## src/hw/rtl/cptb_pkg.sv

```systemverilog
// ----------------------------------------------------------------------------
// cptb_pkg
// types, constants and codes shared by the timer bank modules
// ----------------------------------------------------------------------------
`default_nettype none

package cptb_pkg;

  localparam int NUM_TIMERS = 4;
  localparam int CNT_W      = 16;
  localparam int TICK_W     = 11;
  localparam int CYC_W      = 10;
  localparam int IDX_W      = 2;
  localparam int REM_W      = 11;

  // control word bit positions
  localparam int CTL_PS_LO   = 0;
  localparam int CTL_PS_HI   = 1;
  localparam int CTL_CASCADE = 2;
  localparam int CTL_IRQ     = 6;
  localparam int CTL_ENABLE  = 7;

  typedef enum logic [1:0] {
    CMD_ADVANCE = 2'd0,
    CMD_RELOAD  = 2'd1,
    CMD_CONTROL = 2'd2,
    CMD_READ    = 2'd3
  } cmd_t;

  typedef enum logic [1:0] {
    PS_1    = 2'd0,
    PS_64   = 2'd1,
    PS_256  = 2'd2,
    PS_1024 = 2'd3
  } ps_sel_t;

  typedef enum logic {
    ST_IDLE = 1'b0,
    ST_RUN  = 1'b1
  } state_t;

  // register writes from the top level to one cell
  typedef struct packed {
    logic             reload_we;
    logic             ctrl_we;
    logic [CNT_W-1:0] value;
  } cell_wr_t;

  // token handed from cell to cell during an advance
  typedef struct packed {
    logic                  valid;
    logic [CYC_W-1:0]      cycles;
    logic [TICK_W-1:0]     wraps;
    logic                  casc_ok;
    logic [NUM_TIMERS-1:0] mask;
  } link_t;

endpackage

`default_nettype wire

```

## src/hw/rtl/cptb_cell.sv

```systemverilog
// ----------------------------------------------------------------------------
// cptb_cell
// one 16-bit reload timer with prescaler, one wrap per cycle during an advance
// ----------------------------------------------------------------------------
`default_nettype none

module cptb_cell (
  input  wire logic                            clk,
  input  wire logic                            rst_n,
  input  wire cptb_pkg::cell_wr_t              wr,
  input  wire cptb_pkg::link_t                 link_in,
  output cptb_pkg::link_t                      link_out,
  output logic [cptb_pkg::CNT_W-1:0]           count
);

  logic [cptb_pkg::CNT_W-1:0]      count_r, count_nxt;
  logic [cptb_pkg::CNT_W-1:0]      reload_r, reload_nxt;
  logic [cptb_pkg::CNT_W-1:0]      ctrl_r, ctrl_nxt;
  logic [cptb_pkg::REM_W-1:0]      rem_r, rem_nxt;
  logic                            busy_r, busy_nxt;
  logic [cptb_pkg::TICK_W-1:0]     n_r, n_nxt;
  logic [cptb_pkg::TICK_W-1:0]     wraps_r, wraps_nxt;
  logic [cptb_pkg::CYC_W-1:0]      cyc_r, cyc_nxt;
  logic [cptb_pkg::NUM_TIMERS-1:0] mask_r, mask_nxt;
  cptb_pkg::link_t                 tok_r, tok_nxt;

  logic [cptb_pkg::REM_W-1:0]      acc;
  logic [cptb_pkg::TICK_W-1:0]     ps_ticks;
  logic [cptb_pkg::REM_W-1:0]      ps_rem;
  logic [cptb_pkg::CNT_W:0]        room;
  logic                            use_casc;
  logic                            hit;

  always_comb begin
    acc = rem_r + cptb_pkg::REM_W'(link_in.cycles);
    case (cptb_pkg::ps_sel_t'(ctrl_r[cptb_pkg::CTL_PS_HI:cptb_pkg::CTL_PS_LO]))
      cptb_pkg::PS_1: begin
        ps_ticks = acc;
        ps_rem   = '0;
      end
      cptb_pkg::PS_64: begin
        ps_ticks = acc >> 6;
        ps_rem   = acc & cptb_pkg::REM_W'(63);
      end
      cptb_pkg::PS_256: begin
        ps_ticks = acc >> 8;
        ps_rem   = acc & cptb_pkg::REM_W'(255);
      end
      cptb_pkg::PS_1024: begin
        ps_ticks = acc >> 10;
        ps_rem   = acc & cptb_pkg::REM_W'(1023);
      end
      default: begin
        ps_ticks = acc;
        ps_rem   = '0;
      end
    endcase
  end

  assign room     = (cptb_pkg::CNT_W+1)'(1 << cptb_pkg::CNT_W) - {1'b0, count_r};
  assign use_casc = ctrl_r[cptb_pkg::CTL_CASCADE] && link_in.casc_ok;
  assign hit      = ctrl_r[cptb_pkg::CTL_IRQ] && (wraps_r != '0);

  always_comb begin
    count_nxt     = count_r;
    reload_nxt    = reload_r;
    ctrl_nxt      = ctrl_r;
    rem_nxt       = rem_r;
    busy_nxt      = busy_r;
    n_nxt         = n_r;
    wraps_nxt     = wraps_r;
    cyc_nxt       = cyc_r;
    mask_nxt      = mask_r;
    tok_nxt       = tok_r;
    tok_nxt.valid = 1'b0;

    if (wr.reload_we) begin
      reload_nxt = wr.value;
    end
    if (wr.ctrl_we) begin
      ctrl_nxt = wr.value;
      if (!ctrl_r[cptb_pkg::CTL_ENABLE] && wr.value[cptb_pkg::CTL_ENABLE]) begin
        count_nxt = reload_r;
        rem_nxt   = '0;
      end
    end

    if (link_in.valid) begin
      cyc_nxt  = link_in.cycles;
      mask_nxt = link_in.mask;
      if (!ctrl_r[cptb_pkg::CTL_ENABLE]) begin
        tok_nxt.valid   = 1'b1;
        tok_nxt.cycles  = link_in.cycles;
        tok_nxt.wraps   = '0;
        tok_nxt.casc_ok = 1'b1;
        tok_nxt.mask    = {1'b0, link_in.mask[cptb_pkg::NUM_TIMERS-1:1]};
      end else begin
        busy_nxt  = 1'b1;
        wraps_nxt = '0;
        if (use_casc) begin
          n_nxt = link_in.wraps;
        end else begin
          n_nxt   = ps_ticks;
          rem_nxt = ps_rem;
        end
      end
    end

    // one wrap per cycle until the remaining ticks fit below the top
    if (busy_r) begin
      if ((cptb_pkg::CNT_W+1)'(n_r) < room) begin
        count_nxt       = count_r + cptb_pkg::CNT_W'(n_r);
        busy_nxt        = 1'b0;
        tok_nxt.valid   = 1'b1;
        tok_nxt.cycles  = cyc_r;
        tok_nxt.wraps   = wraps_r;
        tok_nxt.casc_ok = 1'b1;
        tok_nxt.mask    = {hit, mask_r[cptb_pkg::NUM_TIMERS-1:1]};
      end else begin
        n_nxt     = n_r - room[cptb_pkg::TICK_W-1:0];
        wraps_nxt = wraps_r + cptb_pkg::TICK_W'(1);
        count_nxt = reload_r;
      end
    end
  end

  always_ff @(posedge clk) begin
    if (!rst_n) begin
      count_r   <= '0;
      reload_r  <= '0;
      ctrl_r    <= '0;
      rem_r     <= '0;
      busy_r    <= 1'b0;
      tok_r     <= '0;
    end else begin
      count_r   <= count_nxt;
      reload_r  <= reload_nxt;
      ctrl_r    <= ctrl_nxt;
      rem_r     <= rem_nxt;
      busy_r    <= busy_nxt;
      tok_r     <= tok_nxt;
    end
  end

  always_ff @(posedge clk) begin
    n_r     <= n_nxt;
    wraps_r <= wraps_nxt;
    cyc_r   <= cyc_nxt;
    mask_r  <= mask_nxt;
  end

  assign link_out = tok_r;
  assign count    = count_r;

endmodule

`default_nettype wire

```

## src/hw/rtl/cascadable_prescaled_timer_bank.sv

```systemverilog
// ----------------------------------------------------------------------------
// cascadable_prescaled_timer_bank
// four cascadable 16-bit prescaled reload timers driven by a command stream
// ----------------------------------------------------------------------------
// in_*: one command word per item (advance, write reload, write control,
//   read counter); out_*: one result word per command (read data, irq mask).
// writes and reads: the result is registered in the cycle after acceptance.
// advance: a token walks the chain of timer cells in index order; a disabled
//   cell passes it on through its token register, an enabled cell first
//   registers its tick count, then runs its per-wrap loop until the remaining
//   ticks fit below the top and passes it on; the last token sets the result.
// one command is in flight at a time; the next is taken once the chain is
//   idle and the result register is empty or being drained.
// a result waits in the output register while out_tready is low; no new
//   command is accepted until it is taken.
// reset clears all counters, reload values, control words and prescale
//   remainders; the block accepts commands in the first cycle after reset.
// ----------------------------------------------------------------------------
`default_nettype none

module cascadable_prescaled_timer_bank (
  input  wire logic        clk,
  input  wire logic        rst_n,
  input  wire logic        in_tvalid,
  output logic             in_tready,
  input  wire logic [31:0] in_tdata,   // timer_index[1:0], write_value[17:2], cycle_count[27:18]
  input  wire logic [1:0]  in_tuser,   // cmd[1:0]
  output logic             out_tvalid,
  input  wire logic        out_tready,
  output logic [23:0]      out_tdata   // read_data[15:0], irq_mask[19:16]
);

  localparam int N = cptb_pkg::NUM_TIMERS;

  cptb_pkg::state_t               state_r, state_nxt;
  cptb_pkg::cmd_t                 cmd;
  logic [cptb_pkg::IDX_W-1:0]     idx;
  logic [cptb_pkg::CNT_W-1:0]     wval;
  logic [cptb_pkg::CYC_W-1:0]     cyc;
  logic                           accept;
  logic                           start;

  cptb_pkg::cell_wr_t             wr     [N];
  cptb_pkg::link_t                link   [N+1];
  logic [cptb_pkg::CNT_W-1:0]     counts [N];
  logic [cptb_pkg::CNT_W-1:0]     rd_sel;

  logic                           out_valid_r, out_valid_nxt;
  logic [cptb_pkg::CNT_W-1:0]     out_rd_r, out_rd_nxt;
  logic [N-1:0]                   out_irq_r, out_irq_nxt;

  assign cmd  = cptb_pkg::cmd_t'(in_tuser);
  assign idx  = in_tdata[1:0];
  assign wval = in_tdata[17:2];
  assign cyc  = in_tdata[27:18];

  // next state
  always_comb begin
    state_nxt = state_r;
    case (state_r)
      cptb_pkg::ST_IDLE: begin
        if (accept && (cmd == cptb_pkg::CMD_ADVANCE)) begin
          state_nxt = cptb_pkg::ST_RUN;
        end
      end
      cptb_pkg::ST_RUN: begin
        if (link[N].valid) begin
          state_nxt = cptb_pkg::ST_IDLE;
        end
      end
      default: state_nxt = cptb_pkg::ST_IDLE;
    endcase
  end

  // outputs of the sequencer
  always_comb begin
    case (state_r)
      cptb_pkg::ST_IDLE: in_tready = !out_valid_r || out_tready;
      cptb_pkg::ST_RUN:  in_tready = 1'b0;
      default:           in_tready = 1'b0;
    endcase
  end

  assign accept = in_tvalid && in_tready;
  assign start  = accept && (cmd == cptb_pkg::CMD_ADVANCE);

  always_comb begin
    link[0].valid   = start;
    link[0].cycles  = cyc;
    link[0].wraps   = '0;
    link[0].casc_ok = 1'b0;
    link[0].mask    = '0;
  end

  for (genvar i = 0; i < N; i++) begin : g_cell
    always_comb begin
      wr[i].value     = wval;
      wr[i].reload_we = accept && (cmd == cptb_pkg::CMD_RELOAD) && (int'(idx) == i);
      wr[i].ctrl_we   = accept && (cmd == cptb_pkg::CMD_CONTROL) && (int'(idx) == i);
    end

    cptb_cell u_cell (
      .clk      (clk),
      .rst_n    (rst_n),
      .wr       (wr[i]),
      .link_in  (link[i]),
      .link_out (link[i+1]),
      .count    (counts[i])
    );
  end

  always_comb begin
    rd_sel = '0;
    for (int i = 0; i < N; i++) begin
      if (int'(idx) == i) begin
        rd_sel = counts[i];
      end
    end
  end

  always_comb begin
    out_valid_nxt = out_valid_r;
    out_rd_nxt    = out_rd_r;
    out_irq_nxt   = out_irq_r;
    if (accept && (cmd != cptb_pkg::CMD_ADVANCE)) begin
      out_valid_nxt = 1'b1;
      out_rd_nxt    = (cmd == cptb_pkg::CMD_READ) ? rd_sel : '0;
      out_irq_nxt   = '0;
    end else if (link[N].valid) begin
      out_valid_nxt = 1'b1;
      out_rd_nxt    = '0;
      out_irq_nxt   = link[N].mask;
    end else if (out_tready) begin
      out_valid_nxt = 1'b0;
    end
  end

  always_ff @(posedge clk) begin
    if (!rst_n) begin
      state_r     <= cptb_pkg::ST_IDLE;
      out_valid_r <= 1'b0;
    end else begin
      state_r     <= state_nxt;
      out_valid_r <= out_valid_nxt;
    end
  end

  always_ff @(posedge clk) begin
    out_rd_r  <= out_rd_nxt;
    out_irq_r <= out_irq_nxt;
  end

  assign out_tvalid = out_valid_r;
  assign out_tdata  = {4'd0, out_irq_r, out_rd_r};

endmodule

`default_nettype wire

```

## config.mk

```make
export PLATFORM = sky130hd
export DESIGN_NAME = cascadable_prescaled_timer_bank
export DESIGN_NICKNAME = d
export VERILOG_FILES = /design/src/hw/rtl/cptb_pkg.sv /design/src/hw/rtl/cptb_cell.sv /design/src/hw/rtl/cascadable_prescaled_timer_bank.sv
export SDC_FILE = /design/constraint.sdc
export NUM_CORES = 1
export LEC_CHECK = 0
export BUFFER_PORTS_ARGS = -buffer_cell sky130_fd_sc_hd__buf_2
export CORE_UTILIZATION = 45
export CTS_CLUSTER_DIAMETER = 80
export DETAILED_ROUTE_END_ITERATION = 8
export PLACE_DENSITY = 0.6
export SLEW_MARGIN = 10
export SYNTH_ARGS = -nofsm -noshare
export SYNTH_HDL_FRONTEND = slang
export SYNTH_HIERARCHICAL = 1
export SYNTH_SLANG_ARGS = --single-unit
```

## constraint.sdc

```tcl
create_clock -name clk -period 7.1 [get_ports clk]
set_input_delay 0.355 -clock clk [delete_from_list [all_inputs] [get_ports clk]]
set_output_delay 0.355 -clock clk [all_outputs]
set_load 0.02 [all_outputs]
```

==> results.py, run 1 <==
metrics = {
    "layout": {
        "nNetsFinal": 2960,
        "layout-drive-gt1-share_pct": 9.042,
        "postLayoutCellArea_mm2": 0.02734,
        "synthToLayoutAreaGrowth_pct": 9.473,
        "final_cells": 3548,
        "diodes": 0,
    },
    "run_status": {
        "status": "completed",
    },
    "power": {
        "power.share.clock_pct": 46.5,
        "internal_power_mw": 4.144,
        "pwr-share-comb_pct": 8.2,
        "peakVddDrop_uv": 150.5,
        "p_sw_mw": 1.345,
        "power.share.sequential_pct": 45.3,
        "power_density_mw_per_mm2": 200.8,
        "leakagePower_nw": 10.62,
        "switching_share_pct": 24.51,
        "totalPowerFinal_mw": 5.489,
    },
    "clock_network": {
        "cts_tree": "built",
        "htreeDepth": 2,
        "cts-root-buf": "clkbuf_16",
        "clock_latency_ps": 600,
        "clk_pin_slew_ps": 60,
        "cts.sinks": 422,
        "cts_resized": 0,
        "cts.path.max_buffers": 3,
        "cts-buffers-inserted": 48,
    },
    "routing": {
        "ant_nets": 0,
        "wirelength_um": 68730,
        "drtIter0Drc": 1531,
        "vias_per_cell": 5.859,
        "wl_per_cell_um": 19.37,
        "drc": 0,
        "vias": 20789,
        "firstDrtPassIters": 5,
    },
    "timing": {
        "hold_viol_final": 0,
        "tightestPinTransition_ps": 1163,
        "slew_viol_final": 0,
        "setup-tns-final_ps": 0,
        "fmax_mhz": 234.8,
        "whs_ps": 37.07,
        "timing.final.crit_share_pct": 59.98,
        "fin_worst_skew_ps": 20.31,
        "slew_headroom_pct": 22.44,
        "rsz0062_at_grt": "no",
        "fin_crit_ps": 4259,
        "setup_viol": 0,
    },
    "grt": {
        "groute.usage.overall_pct": 23.92,
        "use_met1_pct": 34.19,
        "grt_pass1_vias": 19375,
        "grt_max_degree": 75,
        "antenna_found_initial": 0,
        "grt_pass1_wl_um": 107600,
        "grt_use_met2_pct": 36.94,
        "grt_remaining_overflow": 0,
        "met3_usage_pct": 2.671,
        "top_usage_layer": "met2",
    },
    "floorplan": {
        "die_w_um": 237.6,
        "fp.dieH_um": 237.6,
        "ios": 64,
        "start_util_pct": 45.96,
        "core-area_mm2": 0.05435,
        "num_rows": 85,
        "die-area_mm2": 0.05645,
    },
    "setup_path": {
        "crit_type": "reg -> reg",
        "cp-end-kind": "flip-flop",
        "critPathMaxFanout": 33,
        "crit_arrival_ps": 4760,
        "cp-start-kind": "flip-flop",
        "critical_path_required_ps": 7600,
    },
    "yosys": {
        "yosys_warnings": 6,
        "syn_area_per_cell_um2": 9.007,
        "syn-cell-area_mm2": 0.02498,
        "synth_cells": 2773,
    },
    "worst_hold_path": {
        "hold_class": "in -> reg",
    },
    "run": {
        "drv_cap": 0,
    },
    "placed_design": {
        "io_buffers": 55,
        "gp_congestion": 0.8881,
        "hpwl_um": 50150,
        "placed_cells": 3451,
        "place_area_mm2": 0.02564,
    },
}
## per-layer routing
metal	vias to the layer above	routed length (um)	share of wire, %
li1	10163	-	-
met1	9951	33310	48
met2	562	29870	43
met3	113	3320	4.8
met4	0	2231	3.2
met5	-	0	0
## stage by stage
step,worst slack [ps],utilization [%]
3_3_place_gp,2975,47.19
4_1_cts,2866,50.31
6_report,2841,50.31
5_1_grt,2463,50.31
2_1_floorplan,3861,-
3_5_place_dp,2889,47.19
## power groups by stage
stage / clock, mW / sequential [mW] / combinational, mW
3_3_place_gp: 0 / 2.54 / 0.432
3_5_place_dp: 0 / 2.54 / 0.439
4_1_cts: 2.61 / 2.49 / 0.446
6_report: 2.55 / 2.49 / 0.449
5_1_grt: 2.70 / 2.49 / 0.494
2_1_floorplan: 0 / 2.53 / 0.330
## critical path: stages (launching register included)
cell	delay [ps]
dfxtp_1	410
nor3_2	410
nand2_1	150
or4_1	440
xnor2_1	150
ha_1	230
a2111oi_0	650
a2111o_1	1000
and2_1	430
o21ai_0	150
o31ai_1	90
## area by class of cell
type	instances	area (um2)
Sequential cell	422	8969
Clock buffer	72	1444
Timing Repair Buffer	85	523.0
Clock inverter	17	175.2
Fill cell	5086	27000
Inverter	91	341.6
Multi-Input combinational cell	2122	14970
Tap cell	739	924.6
## path summary, 6_finish.rpt
check | slack [ps] | startpoint | to | cells past startpoint
worst max-delay path | 2840 | g_cell[0].u_cell/count[2]$_SDFFE_PN0P_ | g_cell[0].u_cell/wraps_r[9]$_DFF_P_ | 10
worst min-delay path | 40 | in_tdata[25] | g_cell[0].u_cell/cyc_r[7]$_DFFE_PP_ | 1
worst max register to register | 2840 | g_cell[0].u_cell/count[2]$_SDFFE_PN0P_ | g_cell[0].u_cell/wraps_r[9]$_DFF_P_ | 10
worst min register to register | 460 | g_cell[3].u_cell/reload_r[5]$_SDFFE_PN0P_ | g_cell[3].u_cell/count[5]$_SDFFE_PN0P_ | 2
## flip-flops by register name, indices dropped and copies added, names as in the netlist
name / cells
g_cell.u_cell/link_out: 80
g_cell.u_cell/count: 64
g_cell.u_cell/reload_r: 64
g_cell.u_cell/n_r: 44
g_cell.u_cell/rem_r: 44
g_cell.u_cell/wraps_r: 44
g_cell.u_cell/cyc_r: 30
g_cell.u_cell/ctrl_r: 20
out_rd_r: 16
g_cell.u_cell/mask_r: 6
g_cell.u_cell/busy_r: 4
out_irq_r: 4
out_tvalid: 1
state_r: 1
## cell usage in the layout (no fill, tap or decap), drive strengths merged, types with 77 or more instances in the layout
master	count
o21ai	157
buf	77
nand2	221
ha	140
nor2b	92
a21oi	154
nand3	103
inv	91
nor2	222
dfxtp	370
mux2i	140
## repair_timing
action	in CTS	in global routing
hold buffers	8	0
buffers inserted	0	0
hold endpoints to repair	8	0
No activity file was read; power rests on OpenSTA's default activity.
==> run 2, diff against run 1 <==
- PLACE_DENSITY: 0.6 -> 0.62
- clock period: 7.1 -> 3.66 ns (I/O delays scaled with it)
==> results.py, run 2 (same netlist as run 1, synthesis figures left out) <==
metrics = {
    "setup_path": {
        "cp_num_cells": 12,
        "crit_type": "reg -> reg",
        "critPathMaxFanout": 9,
        "cp-start-kind": "flip-flop",
        "crit_arrival_ps": 4000,
        "reg2regPathDepth": 12,
        "crit_start": "g_cell[0].u_cell/count[0]$_SDFFE_PN0P_",
        "rr_endpoint": "g_cell[0].u_cell/wraps_r[4]$_DFF_P_",
        "crit_top_cell": "o21ai_0",
        "r2r_slack_ps": 120,
        "path_buf_inv": 0,
        "r2r-start": "g_cell[0].u_cell/count[0]$_SDFFE_PN0P_",
        "worst_path_max_delay_cell": "or4_1",
        "crit_path_cell_trace": "nor3_1 > nand2_1 > or4_1 > xnor2_1 > ha_1 > o21a_1 > o21ai_0 > a211o_1 > a2111o_1 > and2_1 > o21ai_0 > o21ai_0",
        "cp-end-kind": "flip-flop",
        "crit_path_end": "g_cell[0].u_cell/wraps_r[4]$_DFF_P_",
        "crit_family": "compound AO/OA/AOI/OAI gates",
        "critical_path_required_ps": 4120,
        "crit_path_max_incr_delay_ps": 430,
    },
    "floorplan": {
        "ios": 64,
        "die-area_mm2": 0.05645,
        "die_w_um": 237.6,
        "num_rows": 85,
        "start_util_pct": 45.96,
        "fp.dieH_um": 237.6,
        "core-area_mm2": 0.05435,
    },
    "grt": {
        "top_usage_layer": "met2",
        "grt_use_met2_pct": 37.78,
        "grt_pass1_vias": 19983,
        "grt_remaining_overflow": 0,
        "use_met1_pct": 35.45,
        "met3_usage_pct": 3.263,
        "antenna_found_initial": 0,
        "grt_max_degree": 79,
        "grt_pass1_wl_um": 111300,
        "groute.usage.overall_pct": 24.66,
    },
    "timing": {
        "rsz0062_at_grt": "no",
        "whs_ps": 77.88,
        "timing.final.crit_share_pct": 96.78,
        "tightestPinTransition_ps": 1092,
        "fin_worst_skew_ps": 23.92,
        "setup_viol": 0,
        "slew_headroom_pct": 26.93,
        "hold_viol_final": 0,
        "fmax_mhz": 282.3,
        "fin_crit_ps": 3542,
        "slew_viol_final": 0,
    },
    "worst_hold_path": {
        "hold_class": "in -> reg",
        "hp-start": "out_tready",
    },
    "placed_design": {
        "place_area_mm2": 0.02617,
        "placed_cells": 3513,
        "hpwl_um": 51780,
        "io_buffers": 55,
        "gp_congestion": 0.9044,
    },
    "power": {
        "power_density_mw_per_mm2": 376.2,
        "leakagePower_nw": 11.01,
        "totalPowerFinal_mw": 10.54,
        "peakVddDrop_uv": 326.9,
    },
    "layout": {
        "mostFrequentLayoutCells": "370 x dfxtp_1, 219 x nand2_1, 216 x nor2_1",
        "synthToLayoutAreaGrowth_pct": 12.16,
        "diodes": 0,
        "final_cells": 3628,
        "final_common_cell": "dfxtp_1",
        "layout-drive-gt1-share_pct": 11.18,
        "fill_cells": 4991,
        "largest_reg_flops": 80,
        "postLayoutCellArea_mm2": 0.02801,
        "fin_util_pct": 51.55,
        "nNetsFinal": 3039,
    },
    "clock_network": {
        "clock_latency_ps": 600,
        "cts_tree": "built",
        "cts.path.max_buffers": 3,
        "htreeDepth": 2,
        "cts.sinks": 422,
        "clk_pin_slew_ps": 60,
        "cts-buffers-inserted": 48,
        "cts-root-buf": "clkbuf_16",
    },
    "routing": {
        "wirelength_um": 70130,
        "wl_per_cell_um": 19.33,
        "vias_per_cell": 5.852,
        "firstDrtPassIters": 5,
        "vias": 21232,
        "drtIter0Drc": 1637,
        "drc": 0,
        "ant_nets": 0,
    },
    "run": {
        "drv_cap": 0,
    },
    "run_status": {
        "status": "completed",
    },
}
==> run 2: changes by cell type in the layout (fill, tap and decap cells not counted), moves of 3 or more <==
| cell | before | now |
|---|---|---|
| clkbuf_8 | 11 | 3 |
| buf_12 | 0 | 5 |
| clkinv_1 | 3 | 6 |
| buf_4 | 23 | 81 |
| dlygate4sd3_1 | 8 | 21 |
==> run 2: worst min-delay path by stage <==
stage                                             end  slack, ps  cells past startpoint
2_1_floorplan     g_cell[0].u_cell/cyc_r[0]$_DFFE_PP_        280                      0
3_3_place_gp   g_cell[1].u_cell/count[5]$_SDFFE_PN0P_        450                      2
3_5_place_dp      g_cell[0].u_cell/cyc_r[3]$_DFFE_PP_        450                      1
4_1_cts                       out_tvalid$_SDFFE_PN0P_         50                      3
5_1_grt                       out_tvalid$_SDFFE_PN0P_        100                      3
6_report                      out_tvalid$_SDFFE_PN0P_         80                      3
==> run 2: tightest hold or removal path: stages <==
cell	delay, ps
buf_2	80
nor2b_1	60
o31a_1	280
==> run 2: layer usage <==
metal	up-vias	part of all wire, %	routed length [um]
met5	-	0	0
met4	0	3.1	2139
met3	116	5.8	4046
met2	614	43	30190
met1	10203	48	33750
li1	10299	-	-
==> run 2: power by group <==
group | internal, mW | switching, mW
Combinational | 0.384 | 0.533
Clock | 2.78 | 2.03
Sequential | 4.75 | 0.0650
Total | 7.92 | 2.62
==> run 2: cell type report <==
| type | count | area, um2 | area share (%) |
|---|---|---|---|
| well taps | 739 | 924.6 | 3.301 |
| repair buffers | 163 | 1211 | 4.323 |
| multi-input cells | 2123 | 15010 | 53.59 |
| clock inverters | 26 | 222.7 | 0.7950 |
| inverters | 91 | 341.6 | 1.219 |
| flip-flops and latches | 422 | 8969 | 32.01 |
| clock buffers | 64 | 1334 | 4.761 |
==> run 2: what timing repair did <==
action	CTS	global route
gates cloned	1	0
endpoints found under the hold margin	51	0
setup endpoints to repair	4	80
pin swaps	1	2
hold buffers	21	0
resized for setup	0	9
setup buffers	0	3
==> run 2: through the flow <==
stage / TNS [ps] / setup slack [ps]
floorplan: 0 / 421.0
global placement: 0 / 85.34
detailed placement: -14.66 / -7.350
CTS: 0 / 62.40
global route: 0 / 4.897
finish: 0 / 117.8
==> run 3, diff against run 2 <==
- HOLD_SLACK_MARGIN: default -> 0.15
- PLACE_DENSITY: 0.62 -> 0.6
- clock period: 3.66 -> 4.35 ns (I/O delays scaled with it)
==> results.py, run 3 (same netlist as run 1, synthesis figures left out) <==
metrics = {
    "routing": {
        "wirelength_um": 70130,
        "vias": 21065,
        "ant_nets": 0,
        "firstDrtPassIters": 6,
        "drtIter0Drc": 1467,
        "wl_per_cell_um": 19.58,
        "vias_per_cell": 5.882,
        "drc": 0,
    },
    "clock_network": {
        "cts_resized": 0,
        "cts-buffers-inserted": 48,
        "cts_hold_buf": 27,
        "cts.path.max_buffers": 3,
        "clock_latency_ps": 600,
        "cts.sinks": 422,
        "post-cts-setup-buffers": 0,
        "clk_pin_slew_ps": 60,
        "cts_tree": "built",
        "cts-root-buf": "clkbuf_16",
        "htreeDepth": 2,
    },
    "timing": {
        "rsz0062_at_grt": "no",
        "slew_viol_final": 0,
        "setup-tns-final_ps": 0,
        "setup_viol": 0,
        "slew_headroom_pct": 33.97,
        "timing.final.crit_share_pct": 88.74,
        "whs_ps": 157.5,
        "tightestPinTransition_ps": 982.8,
        "fmax_mhz": 259.0,
        "hold_viol_final": 0,
        "fin_worst_skew_ps": 23.02,
        "fin_crit_ps": 3860,
    },
    "layout": {
        "synthToLayoutAreaGrowth_pct": 10.49,
        "largest_reg_flops": 80,
        "mostFrequentLayoutCells": "370 x dfxtp_1, 219 x nand2_1, 218 x nor2_1",
        "final_common_cell": "dfxtp_1",
        "layout-drive-gt1-share_pct": 9.187,
        "nNetsFinal": 2991,
    },
    "power": {
        "power_density_mw_per_mm2": 322.4,
        "peakVddDrop_uv": 280.9,
        "leakagePower_nw": 10.74,
    },
    "floorplan": {
        "fp.dieH_um": 237.6,
        "die-area_mm2": 0.05645,
        "ios": 64,
        "core-area_mm2": 0.05435,
        "die_w_um": 237.6,
        "start_util_pct": 45.96,
        "num_rows": 85,
    },
    "setup_path": {
        "rr_endpoint": "g_cell[2].u_cell/wraps_r[2]$_DFF_P_",
        "crit_path_end": "g_cell[2].u_cell/wraps_r[2]$_DFF_P_",
        "cp-end-kind": "flip-flop",
        "crit_start": "g_cell[2].u_cell/count[0]$_SDFFE_PN0P_",
        "critPathMaxFanout": 22,
        "r2r_slack_ps": 490,
        "crit_type": "reg -> reg",
        "r2r-start": "g_cell[2].u_cell/count[0]$_SDFFE_PN0P_",
        "critical_path_required_ps": 4870,
        "crit_arrival_ps": 4380,
        "reg2regPathDepth": 14,
        "cp-start-kind": "flip-flop",
    },
    "grt": {
        "antenna_found_initial": 1,
        "grt_pass1_vias": 19489,
        "grt_remaining_overflow": 0,
        "grt_pass1_wl_um": 109900,
        "groute.usage.overall_pct": 24.57,
        "grt_max_degree": 70,
    },
    "run": {
        "drv_cap": 0,
    },
    "placed_design": {
        "hpwl_um": 52050,
        "gp_congestion": 0.9209,
        "io_buffers": 55,
    },
    "worst_hold_path": {
        "hold_class": "in -> reg",
    },
    "run_status": {
        "status": "completed",
    },
}
## run 3: changes by cell type in the layout (fill, tap and decap cells not counted), moves of 2 or more
cell | previous run | this run
nor2_2 | 5 | 3
buf_12 | 5 | 1
nor2_1 | 216 | 218
clkbuf_1 | 11 | 7
dlygate4sd3_1 | 21 | 27
buf_6 | 2 | 0
clkinv_1 | 6 | 13
buf_4 | 81 | 34
## run 3: layout make-up
class | instances | area, um2
clock inverter | 30 | 259.0
clock buffer | 60 | 1319
tap | 739 | 924.6
timing repair buffer | 116 | 815.8
multi-input combinational | 2122 | 14970
inverter | 91 | 341.6
sequential | 422 | 8969
antenna | 1 | 2.502
fill | 5045 | 26750
## run 3: where the power goes
part	internal, mW	leakage, nW	switching, mW	total, mW
clock	2.38	0.762	1.70	4.08
combinational	0.312	6.50	0.447	0.758
sequential	4.00	3.48	0.0617	4.06
total	6.69	10.7	2.20	8.90
## run 3: metrics by stage
| step | setup slack, ps | util, % | power (mW) | area, um2 | instances |
|---|---|---|---|---|---|
| floorplan | 1111 | - | 4.667 | 25040 | 2789 |
| global placement | 598.2 | 47.37 | 4.857 | 25750 | 3463 |
| detailed placement | 543.3 | 47.37 | 4.872 | 25750 | 3463 |
| CTS | 491.3 | 50.77 | 8.989 | 27590 | 3580 |
| global route | 166.7 | 50.77 | 9.230 | 27590 | 3580 |
| finish | 489.6 | 50.78 | 8.897 | 27600 | 3581 |
## run 3: layer usage
| layer | GRT usage, % | share of wire [%] |
|---|---|---|
| met1 | 35.77 | 49 |
| met2 | 36.80 | 43 |
| met3 | 3.612 | 5.7 |
| met4 | 8.543 | 3.3 |
| met5 | 0 | 0 |
## run 3: worst min-delay path by stage
stage	from	slack [ps]	depth (start not counted)	endpoint
2_1_floorplan	in_tdata[18]	320	0	g_cell[0].u_cell/cyc_r[0]$_DFFE_PP_
3_3_place_gp	g_cell[1].u_cell/reload_r[5]$_SDFFE_PN0P_	440	2	g_cell[1].u_cell/count[5]$_SDFFE_PN0P_
3_5_place_dp	g_cell[1].u_cell/reload_r[8]$_SDFFE_PN0P_	450	2	g_cell[1].u_cell/count[8]$_SDFFE_PN0P_
4_1_cts	rst_n	150	2	g_cell[2].u_cell/link_out[20]$_SDFF_PN0_
5_1_grt	in_tuser[0]	180	4	out_irq_r[1]$_SDFFE_PP0P_
6_report	rst_n	160	2	g_cell[2].u_cell/link_out[18]$_SDFF_PN0_
## run 3: critical path, stage by stage, from the launching register on
cell	delay [ps]
dfxtp_1	460
inv_1	80
ha_1	230
nand2b_1	150
nor2b_1	100
xor2_1	170
ha_1	360
a21oi_1	80
and2_1	170
a21oi_2	220
a2111oi_4	140
nor3_4	740
buf_4	390
mux2_2	360
mux2i_1	130
